==> config.mk <==
export PLATFORM = sky130hd
export DESIGN_NAME = adsr_envelope_gain
export DESIGN_NICKNAME = d
export VERILOG_FILES = /design/src/rtl/aeg_pkg.sv /design/src/rtl/adsr_envelope_gain.sv /design/src/rtl/aeg_queue.sv /design/src/rtl/aeg_front.sv /design/src/rtl/aeg_back.sv
export SDC_FILE = /design/constraint.sdc
export NUM_CORES = 2
export LEC_CHECK = 0
export BUFFER_PORTS_ARGS = -buffer_cell sky130_fd_sc_hd__buf_2
export CORE_MARGIN = 1
export CORE_UTILIZATION = 40
export CTS_CLUSTER_SIZE = 24
export DETAILED_ROUTE_END_ITERATION = 8
export PLACE_DENSITY = 0.61
export SYNTH_ARGS = -nofsm -noshare
export SYNTH_HDL_FRONTEND = slang
export SYNTH_SLANG_ARGS = --single-unit
export TNS_END_PERCENT = 5
==> constraint.sdc <==
create_clock -name clk -period 17.3 [get_ports clk]
set_clock_uncertainty 0.05 [all_clocks]
set_input_delay 1.73 -clock clk [delete_from_list [all_inputs] [get_ports clk]]
set_output_delay 1.73 -clock clk [all_outputs]
set_load 0.02 [all_outputs]
==> src/rtl/aeg_pkg.sv <==
`default_nettype none

package aeg_pkg;

  localparam int SAMPLES_PER_MS = 48;

  localparam int MS_W      = 16;
  localparam int SAMPLE_W  = 16;
  localparam int SUS_W     = 8;
  localparam int STAGE_W   = 3;
  localparam int ELAPSED_W = 22;
  localparam int CFG_W     = 16;
  localparam int CFG_IDX_W = 2;

  localparam int LEN_W  = $clog2(SAMPLES_PER_MS * ((1 << MS_W) - 1) + 1);
  localparam int WIDE_W = (LEN_W > ELAPSED_W) ? LEN_W : ELAPSED_W;
  localparam int DEN_W  = LEN_W + SUS_W;
  localparam int GAIN_W = SAMPLE_W + 1;
  localparam int PROD_W = SAMPLE_W + GAIN_W;

  localparam int SUS_FULL = (1 << SUS_W) - 1;

  localparam int QUEUE_DEPTH = 2;
  localparam int QPTR_W      = (QUEUE_DEPTH > 1) ? $clog2(QUEUE_DEPTH) : 1;
  localparam int QCNT_W      = $clog2(QUEUE_DEPTH + 1);

  localparam logic [ELAPSED_W-1:0] ELAPSED_MAX = {ELAPSED_W{1'b1}};

  localparam logic [STAGE_W-1:0] ST_IDLE    = 3'd0;
  localparam logic [STAGE_W-1:0] ST_ATTACK  = 3'd1;
  localparam logic [STAGE_W-1:0] ST_DECAY   = 3'd2;
  localparam logic [STAGE_W-1:0] ST_SUSTAIN = 3'd3;
  localparam logic [STAGE_W-1:0] ST_RELEASE = 3'd4;

  localparam logic [CFG_IDX_W-1:0] CFG_ATTACK  = 2'd0;
  localparam logic [CFG_IDX_W-1:0] CFG_DECAY   = 2'd1;
  localparam logic [CFG_IDX_W-1:0] CFG_SUSTAIN = 2'd2;
  localparam logic [CFG_IDX_W-1:0] CFG_RELEASE = 2'd3;

  typedef struct packed {
    logic signed [SAMPLE_W-1:0] sample;
    logic [STAGE_W-1:0]         stage;
    logic [ELAPSED_W-1:0]       count;
    logic [LEN_W-1:0]           len;
  } item_t;

  function automatic logic [LEN_W-1:0] stage_len(input logic [MS_W-1:0] ms);
    logic [LEN_W-1:0] p;
    p = LEN_W'(ms) * LEN_W'(SAMPLES_PER_MS);
    return p;
  endfunction

endpackage

`default_nettype wire

==> src/rtl/adsr_envelope_gain.sv <==
// Linear ADSR envelope gain on a stream of signed 16-bit samples.
// Input channel (in_valid/in_ready): one sample per transfer, optionally
// with a gate write that restarts the envelope in attack (level 1) or
// release (level 0) before the sample is scaled.
// Output channel (out_valid/out_ready): the scaled sample, truncated toward
// zero, and the stage code that formed its gain.
// Configuration: cfg_we/cfg_index/cfg_data write attack, decay, sustain
// and release settings; write only while no transfer is
// in flight.
// The front end updates the envelope state in the cycle of the transfer
// and queues the work (two entries). The back end works on one sample at a
// time and takes the next only when done: a restoring divider yields one
// gain bit per cycle, then the product is registered and the result goes to
// the output register.
// When out_ready is low the result holds in the output register, the back
// end waits, and in_ready drops once the queue is full.
// Synchronous reset returns the envelope to idle, the settings to zero
// lengths with full sustain, and empties the queue and output register.
`default_nettype none

module adsr_envelope_gain (
  input  wire logic                                clk,
  input  wire logic                                rst_n,
  input  wire logic                                cfg_we,
  input  wire logic [aeg_pkg::CFG_IDX_W-1:0]       cfg_index,
  input  wire logic [aeg_pkg::CFG_W-1:0]           cfg_data,
  input  wire logic                                in_valid,
  output logic                                     in_ready,
  input  wire logic                                in_gate_write,
  input  wire logic                                in_gate_level,
  input  wire logic signed [aeg_pkg::SAMPLE_W-1:0] in_sample,
  output logic                                     out_valid,
  input  wire logic                                out_ready,
  output logic signed [aeg_pkg::SAMPLE_W-1:0]      out_sample,
  output logic [aeg_pkg::STAGE_W-1:0]              out_stage
);

  aeg_pkg::item_t               q_wdata;
  aeg_pkg::item_t               q_rdata;
  logic                         q_push;
  logic                         q_pop;
  logic                         q_full;
  logic                         q_empty;
  logic [aeg_pkg::SUS_W-1:0]    sustain_level;

  aeg_front u_front (
    .clk           (clk),
    .rst_n         (rst_n),
    .cfg_we        (cfg_we),
    .cfg_index     (cfg_index),
    .cfg_data      (cfg_data),
    .in_valid      (in_valid),
    .in_ready      (in_ready),
    .in_gate_write (in_gate_write),
    .in_gate_level (in_gate_level),
    .in_sample     (in_sample),
    .q_full        (q_full),
    .q_push        (q_push),
    .q_wdata       (q_wdata),
    .sustain_level (sustain_level)
  );

  aeg_queue u_queue (
    .clk   (clk),
    .rst_n (rst_n),
    .push  (q_push),
    .wdata (q_wdata),
    .pop   (q_pop),
    .rdata (q_rdata),
    .full  (q_full),
    .empty (q_empty)
  );

  aeg_back u_back (
    .clk           (clk),
    .rst_n         (rst_n),
    .head          (q_rdata),
    .q_empty       (q_empty),
    .q_pop         (q_pop),
    .sustain_level (sustain_level),
    .out_valid     (out_valid),
    .out_ready     (out_ready),
    .out_sample    (out_sample),
    .out_stage     (out_stage)
  );

`ifndef ASSERT_OFF
  a_idle_silent: assert property (@(posedge clk) disable iff (!rst_n)
    out_valid && (out_stage == aeg_pkg::ST_IDLE) |-> (out_sample == '0))
    else $error("idle stage produced a nonzero sample");

  a_no_pop_empty: assert property (@(posedge clk) disable iff (!rst_n)
    q_pop |-> !q_empty)
    else $error("back end took work from an empty queue");

  a_release_after_gate: assert property (@(posedge clk) disable iff (!rst_n)
    q_push && in_gate_write && !in_gate_level |-> (q_wdata.stage == aeg_pkg::ST_RELEASE))
    else $error("gate low did not enter release");
`endif

endmodule

`default_nettype wire

==> src/rtl/aeg_queue.sv <==
`default_nettype none

module aeg_queue (
  input  wire logic          clk,
  input  wire logic          rst_n,
  input  wire logic          push,
  input  wire aeg_pkg::item_t wdata,
  input  wire logic          pop,
  output aeg_pkg::item_t     rdata,
  output logic               full,
  output logic               empty
);

  aeg_pkg::item_t                  mem_r [aeg_pkg::QUEUE_DEPTH];
  logic [aeg_pkg::QPTR_W-1:0]      wr_ptr_r;
  logic [aeg_pkg::QPTR_W-1:0]      rd_ptr_r;
  logic [aeg_pkg::QCNT_W-1:0]      cnt_r;
  logic [aeg_pkg::QPTR_W-1:0]      wr_ptr_nxt;
  logic [aeg_pkg::QPTR_W-1:0]      rd_ptr_nxt;

  assign full  = (cnt_r == aeg_pkg::QCNT_W'(aeg_pkg::QUEUE_DEPTH));
  assign empty = (cnt_r == '0);
  assign rdata = mem_r[rd_ptr_r];

  assign wr_ptr_nxt = (wr_ptr_r == aeg_pkg::QPTR_W'(aeg_pkg::QUEUE_DEPTH - 1)) ?
                      '0 : wr_ptr_r + aeg_pkg::QPTR_W'(1);
  assign rd_ptr_nxt = (rd_ptr_r == aeg_pkg::QPTR_W'(aeg_pkg::QUEUE_DEPTH - 1)) ?
                      '0 : rd_ptr_r + aeg_pkg::QPTR_W'(1);

  always_ff @(posedge clk) begin
    if (push) begin
      mem_r[wr_ptr_r] <= wdata;
    end
  end

  always_ff @(posedge clk) begin
    if (!rst_n) begin
      wr_ptr_r <= '0;
      rd_ptr_r <= '0;
      cnt_r    <= '0;
    end else begin
      if (push) begin
        wr_ptr_r <= wr_ptr_nxt;
      end
      if (pop) begin
        rd_ptr_r <= rd_ptr_nxt;
      end
      if (push && !pop) begin
        cnt_r <= cnt_r + aeg_pkg::QCNT_W'(1);
      end else if (pop && !push) begin
        cnt_r <= cnt_r - aeg_pkg::QCNT_W'(1);
      end
    end
  end

endmodule

`default_nettype wire

==> src/rtl/aeg_front.sv <==
`default_nettype none

module aeg_front (
  input  wire logic                              clk,
  input  wire logic                              rst_n,
  input  wire logic                              cfg_we,
  input  wire logic [aeg_pkg::CFG_IDX_W-1:0]     cfg_index,
  input  wire logic [aeg_pkg::CFG_W-1:0]         cfg_data,
  input  wire logic                              in_valid,
  output logic                                   in_ready,
  input  wire logic                              in_gate_write,
  input  wire logic                              in_gate_level,
  input  wire logic signed [aeg_pkg::SAMPLE_W-1:0] in_sample,
  input  wire logic                              q_full,
  output logic                                   q_push,
  output aeg_pkg::item_t                         q_wdata,
  output logic [aeg_pkg::SUS_W-1:0]              sustain_level
);

  logic [aeg_pkg::MS_W-1:0]      attack_ms_r;
  logic [aeg_pkg::MS_W-1:0]      decay_ms_r;
  logic [aeg_pkg::SUS_W-1:0]     sustain_level_r;
  logic [aeg_pkg::MS_W-1:0]      release_ms_r;
  logic [aeg_pkg::STAGE_W-1:0]   stage_r;
  logic [aeg_pkg::ELAPSED_W-1:0] elapsed_r;
  logic [aeg_pkg::STAGE_W-1:0]   stage_nxt;
  logic [aeg_pkg::ELAPSED_W-1:0] elapsed_nxt;

  logic [aeg_pkg::STAGE_W-1:0]   st_g;
  logic [aeg_pkg::ELAPSED_W-1:0] el_g;
  logic [aeg_pkg::ELAPSED_W-1:0] el_t;
  logic [aeg_pkg::ELAPSED_W-1:0] c_used;
  logic [aeg_pkg::LEN_W-1:0]     len_g;
  logic [aeg_pkg::WIDE_W-1:0]    len_w;
  logic                          timed_out;

  assign in_ready      = !q_full;
  assign q_push        = in_valid && !q_full;
  assign sustain_level = sustain_level_r;

  always_comb begin
    st_g = stage_r;
    el_g = elapsed_r;
    if (in_gate_write) begin
      st_g = in_gate_level ? aeg_pkg::ST_ATTACK : aeg_pkg::ST_RELEASE;
      el_g = '0;
    end
    case (st_g)
      aeg_pkg::ST_ATTACK:  len_g = aeg_pkg::stage_len(attack_ms_r);
      aeg_pkg::ST_DECAY:   len_g = aeg_pkg::stage_len(decay_ms_r);
      aeg_pkg::ST_RELEASE: len_g = aeg_pkg::stage_len(release_ms_r);
      default:             len_g = '0;
    endcase
    len_w  = aeg_pkg::WIDE_W'(len_g);
    c_used = (aeg_pkg::WIDE_W'(el_g) > len_w) ? aeg_pkg::ELAPSED_W'(len_w) : el_g;
    el_t   = (el_g == aeg_pkg::ELAPSED_MAX) ? el_g : el_g + aeg_pkg::ELAPSED_W'(1);
    timed_out = aeg_pkg::WIDE_W'(el_t) > len_w;
  end

  always_comb begin
    q_wdata.sample = in_sample;
    q_wdata.stage  = st_g;
    q_wdata.count  = c_used;
    q_wdata.len    = len_g;
  end

  always_comb begin
    stage_nxt   = stage_r;
    elapsed_nxt = elapsed_r;
    if (q_push) begin
      stage_nxt   = st_g;
      elapsed_nxt = el_t;
      case (st_g)
        aeg_pkg::ST_ATTACK: begin
          if (timed_out) begin
            stage_nxt   = aeg_pkg::ST_DECAY;
            elapsed_nxt = '0;
          end
        end
        aeg_pkg::ST_DECAY: begin
          if (timed_out) begin
            stage_nxt = aeg_pkg::ST_SUSTAIN;
          end
        end
        aeg_pkg::ST_RELEASE: begin
          if (timed_out) begin
            stage_nxt = aeg_pkg::ST_IDLE;
          end
        end
        default: begin
          stage_nxt = st_g;
        end
      endcase
    end
  end

  always_ff @(posedge clk) begin
    if (!rst_n) begin
      attack_ms_r     <= '0;
      decay_ms_r      <= '0;
      sustain_level_r <= aeg_pkg::SUS_W'(aeg_pkg::SUS_FULL);
      release_ms_r    <= '0;
      stage_r         <= aeg_pkg::ST_IDLE;
      elapsed_r       <= '0;
    end else begin
      stage_r   <= stage_nxt;
      elapsed_r <= elapsed_nxt;
      if (cfg_we) begin
        case (cfg_index)
          aeg_pkg::CFG_ATTACK:  attack_ms_r     <= cfg_data;
          aeg_pkg::CFG_DECAY:   decay_ms_r      <= cfg_data;
          aeg_pkg::CFG_SUSTAIN: sustain_level_r <= cfg_data[aeg_pkg::SUS_W-1:0];
          aeg_pkg::CFG_RELEASE: release_ms_r    <= cfg_data;
          default:              release_ms_r    <= release_ms_r;
        endcase
      end
    end
  end

endmodule

`default_nettype wire

==> src/rtl/aeg_back.sv <==
`default_nettype none

module aeg_back (
  input  wire logic                              clk,
  input  wire logic                              rst_n,
  input  wire aeg_pkg::item_t                    head,
  input  wire logic                              q_empty,
  output logic                                   q_pop,
  input  wire logic [aeg_pkg::SUS_W-1:0]         sustain_level,
  output logic                                   out_valid,
  input  wire logic                              out_ready,
  output logic signed [aeg_pkg::SAMPLE_W-1:0]    out_sample,
  output logic [aeg_pkg::STAGE_W-1:0]            out_stage
);

  localparam int CNT_W = $clog2(aeg_pkg::GAIN_W);

  typedef enum logic [1:0] {
    B_IDLE,
    B_DIV,
    B_MUL,
    B_DONE
  } bstate_t;

  bstate_t                          state_r;
  logic [aeg_pkg::DEN_W:0]          rem_r;
  logic [aeg_pkg::DEN_W-1:0]        den_r;
  logic [aeg_pkg::GAIN_W-1:0]       gain_r;
  logic [CNT_W-1:0]                 cnt_r;
  logic [aeg_pkg::SAMPLE_W-1:0]     mag_r;
  logic                             neg_r;
  logic [aeg_pkg::STAGE_W-1:0]      stage_r;
  logic [aeg_pkg::PROD_W-1:0]       prod_r;
  logic                             out_valid_r;
  logic signed [aeg_pkg::SAMPLE_W-1:0] out_sample_r;
  logic [aeg_pkg::STAGE_W-1:0]      out_stage_r;

  logic [aeg_pkg::LEN_W-1:0]        len_m_c;
  logic [aeg_pkg::DEN_W-1:0]        den255;
  logic [aeg_pkg::SUS_W-1:0]        mul_a;
  logic [aeg_pkg::LEN_W-1:0]        mul_b;
  logic [aeg_pkg::DEN_W-1:0]        mul_p;
  logic [aeg_pkg::DEN_W-1:0]        num_pre;
  logic [aeg_pkg::DEN_W-1:0]        den_pre;
  logic [aeg_pkg::SAMPLE_W-1:0]     mag_pre;
  logic                             len_zero;

  logic                             ge;
  logic [aeg_pkg::DEN_W:0]          diff;
  logic [aeg_pkg::DEN_W:0]          rem_shift;

  assign q_pop      = (state_r == B_IDLE) && !q_empty;
  assign out_valid  = out_valid_r;
  assign out_sample = out_sample_r;
  assign out_stage  = out_stage_r;

  always_comb begin
    len_zero = (head.len == '0);
    len_m_c  = aeg_pkg::LEN_W'(aeg_pkg::WIDE_W'(head.len) - aeg_pkg::WIDE_W'(head.count));
    den255   = (aeg_pkg::DEN_W'(head.len) << aeg_pkg::SUS_W) - aeg_pkg::DEN_W'(head.len);
    if (head.stage == aeg_pkg::ST_DECAY) begin
      mul_a = aeg_pkg::SUS_W'(aeg_pkg::SUS_FULL) - sustain_level;
      mul_b = aeg_pkg::LEN_W'(head.count);
    end else begin
      mul_a = sustain_level;
      mul_b = len_m_c;
    end
    mul_p = aeg_pkg::DEN_W'(mul_a) * aeg_pkg::DEN_W'(mul_b);

    num_pre = '0;
    den_pre = aeg_pkg::DEN_W'(1);
    case (head.stage)
      aeg_pkg::ST_ATTACK: begin
        if (len_zero) begin
          num_pre = aeg_pkg::DEN_W'(1);
        end else begin
          num_pre = aeg_pkg::DEN_W'(head.count);
          den_pre = aeg_pkg::DEN_W'(head.len);
        end
      end
      aeg_pkg::ST_DECAY: begin
        if (len_zero) begin
          num_pre = aeg_pkg::DEN_W'(sustain_level);
          den_pre = aeg_pkg::DEN_W'(aeg_pkg::SUS_FULL);
        end else begin
          num_pre = den255 - mul_p;
          den_pre = den255;
        end
      end
      aeg_pkg::ST_SUSTAIN: begin
        num_pre = aeg_pkg::DEN_W'(sustain_level);
        den_pre = aeg_pkg::DEN_W'(aeg_pkg::SUS_FULL);
      end
      aeg_pkg::ST_RELEASE: begin
        if (!len_zero) begin
          num_pre = mul_p;
          den_pre = den255;
        end
      end
      default: begin
        num_pre = '0;
      end
    endcase

    mag_pre = head.sample[aeg_pkg::SAMPLE_W-1] ?
              (~head.sample) + aeg_pkg::SAMPLE_W'(1) : head.sample;
  end

  always_comb begin
    ge        = rem_r >= {1'b0, den_r};
    diff      = ge ? rem_r - {1'b0, den_r} : rem_r;
    rem_shift = {diff[aeg_pkg::DEN_W-1:0], 1'b0};
  end

  always_ff @(posedge clk) begin
    if (!rst_n) begin
      state_r     <= B_IDLE;
      out_valid_r <= 1'b0;
    end else begin
      if (out_valid_r && out_ready && (state_r != B_DONE)) begin
        out_valid_r <= 1'b0;
      end
      case (state_r)
        B_IDLE: begin
          if (!q_empty) begin
            rem_r   <= {1'b0, num_pre};
            den_r   <= den_pre;
            gain_r  <= '0;
            cnt_r   <= '0;
            mag_r   <= mag_pre;
            neg_r   <= head.sample[aeg_pkg::SAMPLE_W-1];
            stage_r <= head.stage;
            state_r <= B_DIV;
          end
        end
        B_DIV: begin
          rem_r  <= rem_shift;
          gain_r <= {gain_r[aeg_pkg::GAIN_W-2:0], ge};
          cnt_r  <= cnt_r + CNT_W'(1);
          if (cnt_r == CNT_W'(aeg_pkg::GAIN_W - 1)) begin
            state_r <= B_MUL;
          end
        end
        B_MUL: begin
          prod_r  <= aeg_pkg::PROD_W'(mag_r) * aeg_pkg::PROD_W'(gain_r);
          state_r <= B_DONE;
        end
        B_DONE: begin
          if (!out_valid_r || out_ready) begin
            out_valid_r  <= 1'b1;
            out_sample_r <= neg_r ?
                            aeg_pkg::SAMPLE_W'(0) - prod_r[aeg_pkg::PROD_W-2:aeg_pkg::SAMPLE_W] :
                            prod_r[aeg_pkg::PROD_W-2:aeg_pkg::SAMPLE_W];
            out_stage_r  <= stage_r;
            state_r      <= B_IDLE;
          end
        end
        default: begin
          state_r <= B_IDLE;
        end
      endcase
    end
  end

endmodule

`default_nettype wire

==> results_dict.tcl <==
set metrics [dict create \
    status "completed" \
    rows 110 \
    final_cell_mix "inv_1, nand2_1, fa_1" \
    cts_hold_buffers 0 \
    startpoint_type "register" \
    insertion_delay_ns 0.61 \
    gr-usage-all-layers_pct 22.4 \
    cp_max_fo 62 \
    synth_top_area_share_pct 21.0 \
    hold_class "register to register" \
    syn-num-nets 4653 \
    final-hold-violation-count 0 \
    nFillCells 8890 \
    drt_first_pass_iters 6 \
    fmax_mhz 95.2 \
    synth_edf_count 254 \
    grt_pass1_wl_um 160000 \
    dp_slack_ns 6.80 \
    antenna_cells 0 \
    critPathArrivalTime_ns 10.74 \
    drt-initial-drc-count 2202 \
    synth-main-ff-cell "edfxtp_1" \
    h-tree-depth 2 \
    grt-ovfl-total 0 \
    critPathKind "register to register" \
    slew_headroom_pct 19.4 \
    cp-end-kind "register" \
    critPathTopFamily "compound AO/OA/AOI/OAI gates" \
    slew_viol_final 0 \
    maxCapViolations 0 \
    start_util_pct 40.4 \
    drive_gt1_share_pct 6.88 \
    synth.avg_cell_area_um2 9.20 \
    cts_buffers 42 \
    slowest_stage "mux2i_1" \
    max_stage_delay_ns 0.96 \
    area_growth_pct 8.12 \
    vias 27918 \
    syn_inst 3954 \
    rsz0062_at_grt "no" \
    die_h_um 304 \
    avgViaCountPerCell 5.41 \
    ctsResizeCount 0 \
    clock-sinks 343 \
    die_w_um 304 \
    io_buffer_count 61 \
    clk_pin_slew_ns 0.06 \
    holdWs_ns 0.398 \
    io_pins 62 \
    coreArea_mm2 0.0900 \
    period_share_pct 60.7 \
    final_nets 4650 \
    wire_per_inst_um 19.9 \
    setup_ws_ns 6.80 \
    synthDistinctLibCells 101 \
    yosysSeqAreaShare_pct 25.9 \
    yosysTopAreaCell "edfxtp_1" \
    netlist_area_mm2 0.0364 \
    setup_viol 0 \
    synth-seq-cells 343 \
    ys_top_cells_by_area "edfxtp_1, fa_1, ha_1" \
    final_common_cell "inv_1" \
    ant_nets 0 \
    final.min_clock_period_ns 10.50 \
    grt_max_degree 65 \
    yosysWarnings 0 \
    first_global_vias 28016 \
    die_area_mm2 0.0922 \
    async_flop_share_pct 0 \
    cts_tree "built" \
    cp.required_ns 17.53 \
    place_congestion 0.992 \
    critPathBufInv 3 \
    cts_buffer_depth 3 \
    dp_hpwl_um 81100 \
    grt_antenna_before_repair 0 \
    wl_um 103000 \
    drc 0 \
    cts_root_buf "clkbuf_16" \
    cts_setup_buffers 0 \
    tns_ns 0 \
    worst_slew_pin_slew_ns 1.18 \
]
cell type report:
class	instances	area, um2	share of cell area, %
Multi-Input combinational cell	2955	24500	62.3
Sequential cell	343	9410	23.9
Inverter	511	1920	4.88
Tap cell	1176	1470	3.74
Clock buffer	56	1170	2.99
Timing Repair Buffer	98	583	1.48
Clock inverter	21	249	0.633
synthesized netlist by cell type, types with 11 or more instances:
| library cell | count |
|---|---|
| a211oi_1 | 21 |
| a21o_1 | 67 |
| a21oi_1 | 221 |
| a22o_1 | 15 |
| a31oi_1 | 26 |
| and2_1 | 130 |
| and3_1 | 22 |
| and4_1 | 11 |
| buf_1 | 14 |
| buf_2 | 13 |
| clkbuf_1 | 114 |
| dfxtp_1 | 89 |
| edfxtp_1 | 254 |
| fa_1 | 330 |
| ha_1 | 328 |
| inv_1 | 508 |
| mux2_2 | 17 |
| mux2i_1 | 81 |
| nand2_1 | 472 |
| nand2b_1 | 33 |
| nand3_1 | 72 |
| nand4_1 | 29 |
| nor2_1 | 275 |
| nor2b_1 | 36 |
| nor3_1 | 40 |
| o211ai_1 | 25 |
| o21a_1 | 22 |
| o21ai_0 | 137 |
| o21ai_1 | 26 |
| o21bai_1 | 18 |
| o221ai_1 | 12 |
| o22ai_1 | 32 |
| o31ai_1 | 14 |
| or2_2 | 29 |
| or3_1 | 18 |
| xnor2_1 | 146 |
| xor2_1 | 86 |
logic make-up after synthesis:
logic type / count (synthesis) / share of synthesized area, %
fa+ha+maj: 658 / 29.4
buf+inv: 656 / 6.90
xor+xnor: 235 / 5.72
compound gates: 746 / 13.3
flops: 343 / 25.9
mux: 104 / 3.03
simple gates: 1212 / 15.7
per-layer routing:
layer / wire (um) / share of wire, % / GRT usage [%] / vias up
met3: 6110 / 5.9 / 3.21 / 167
met1: 45600 / 44 / 30.3 / 13524
li1: - / - / - / 13390
met5: 0 / 0 / 0 / -
met2: 47500 / 46 / 36.8 / 837
met4: 3530 / 3.4 / 7.61 / 0
registers in the layout, indices dropped and copies added, names as in the netlist, 5 cells and up, named ones only:
register               flops
u_queue.mem_r            118
u_back.rem_r              31
u_back.den_r              28
u_front.elapsed_r         22
u_back.gain_r             17
u_back.mag_r              16
u_back.out_sample         16
u_back.prod_r             16
u_front.attack_ms_r       16
u_front.decay_ms_r        16
u_front.release_ms_r      16
u_front.sustain_level      8
u_back.cnt_r               5
final timing paths:
| path | to | from | depth (start not counted) | slack [ns] |
|---|---|---|---|---|
| worst max-delay path | u_back.rem_r[29] | register | 33 | 6.80 |
| worst min-delay path | u_back.out_stage[1] | u_back.stage_r[1] | 0 | 0.40 |
| worst max register to register | u_back.rem_r[29] | register | 33 | 6.80 |
| worst min register to register | u_back.out_stage[1] | u_back.stage_r[1] | 0 | 0.40 |
metrics by stage:
| stage | std cells | utilization [%] | instance area, um2 |
|---|---|---|---|
| 5_1_grt | 5160 | 43.7 | 39300 |
| 6_report | 5160 | 43.7 | 39300 |
| 4_1_cts | 5160 | 43.7 | 39300 |
| 3_3_place_gp | 5083 | 42.1 | 37900 |
| 3_5_place_dp | 5083 | 42.1 | 37900 |
| 2_1_floorplan | 3954 | - | 36400 |
Power is left out: the tool's default activity adds up to more than one toggle a clock period on the data nets, which glitch-free logic cannot reach.
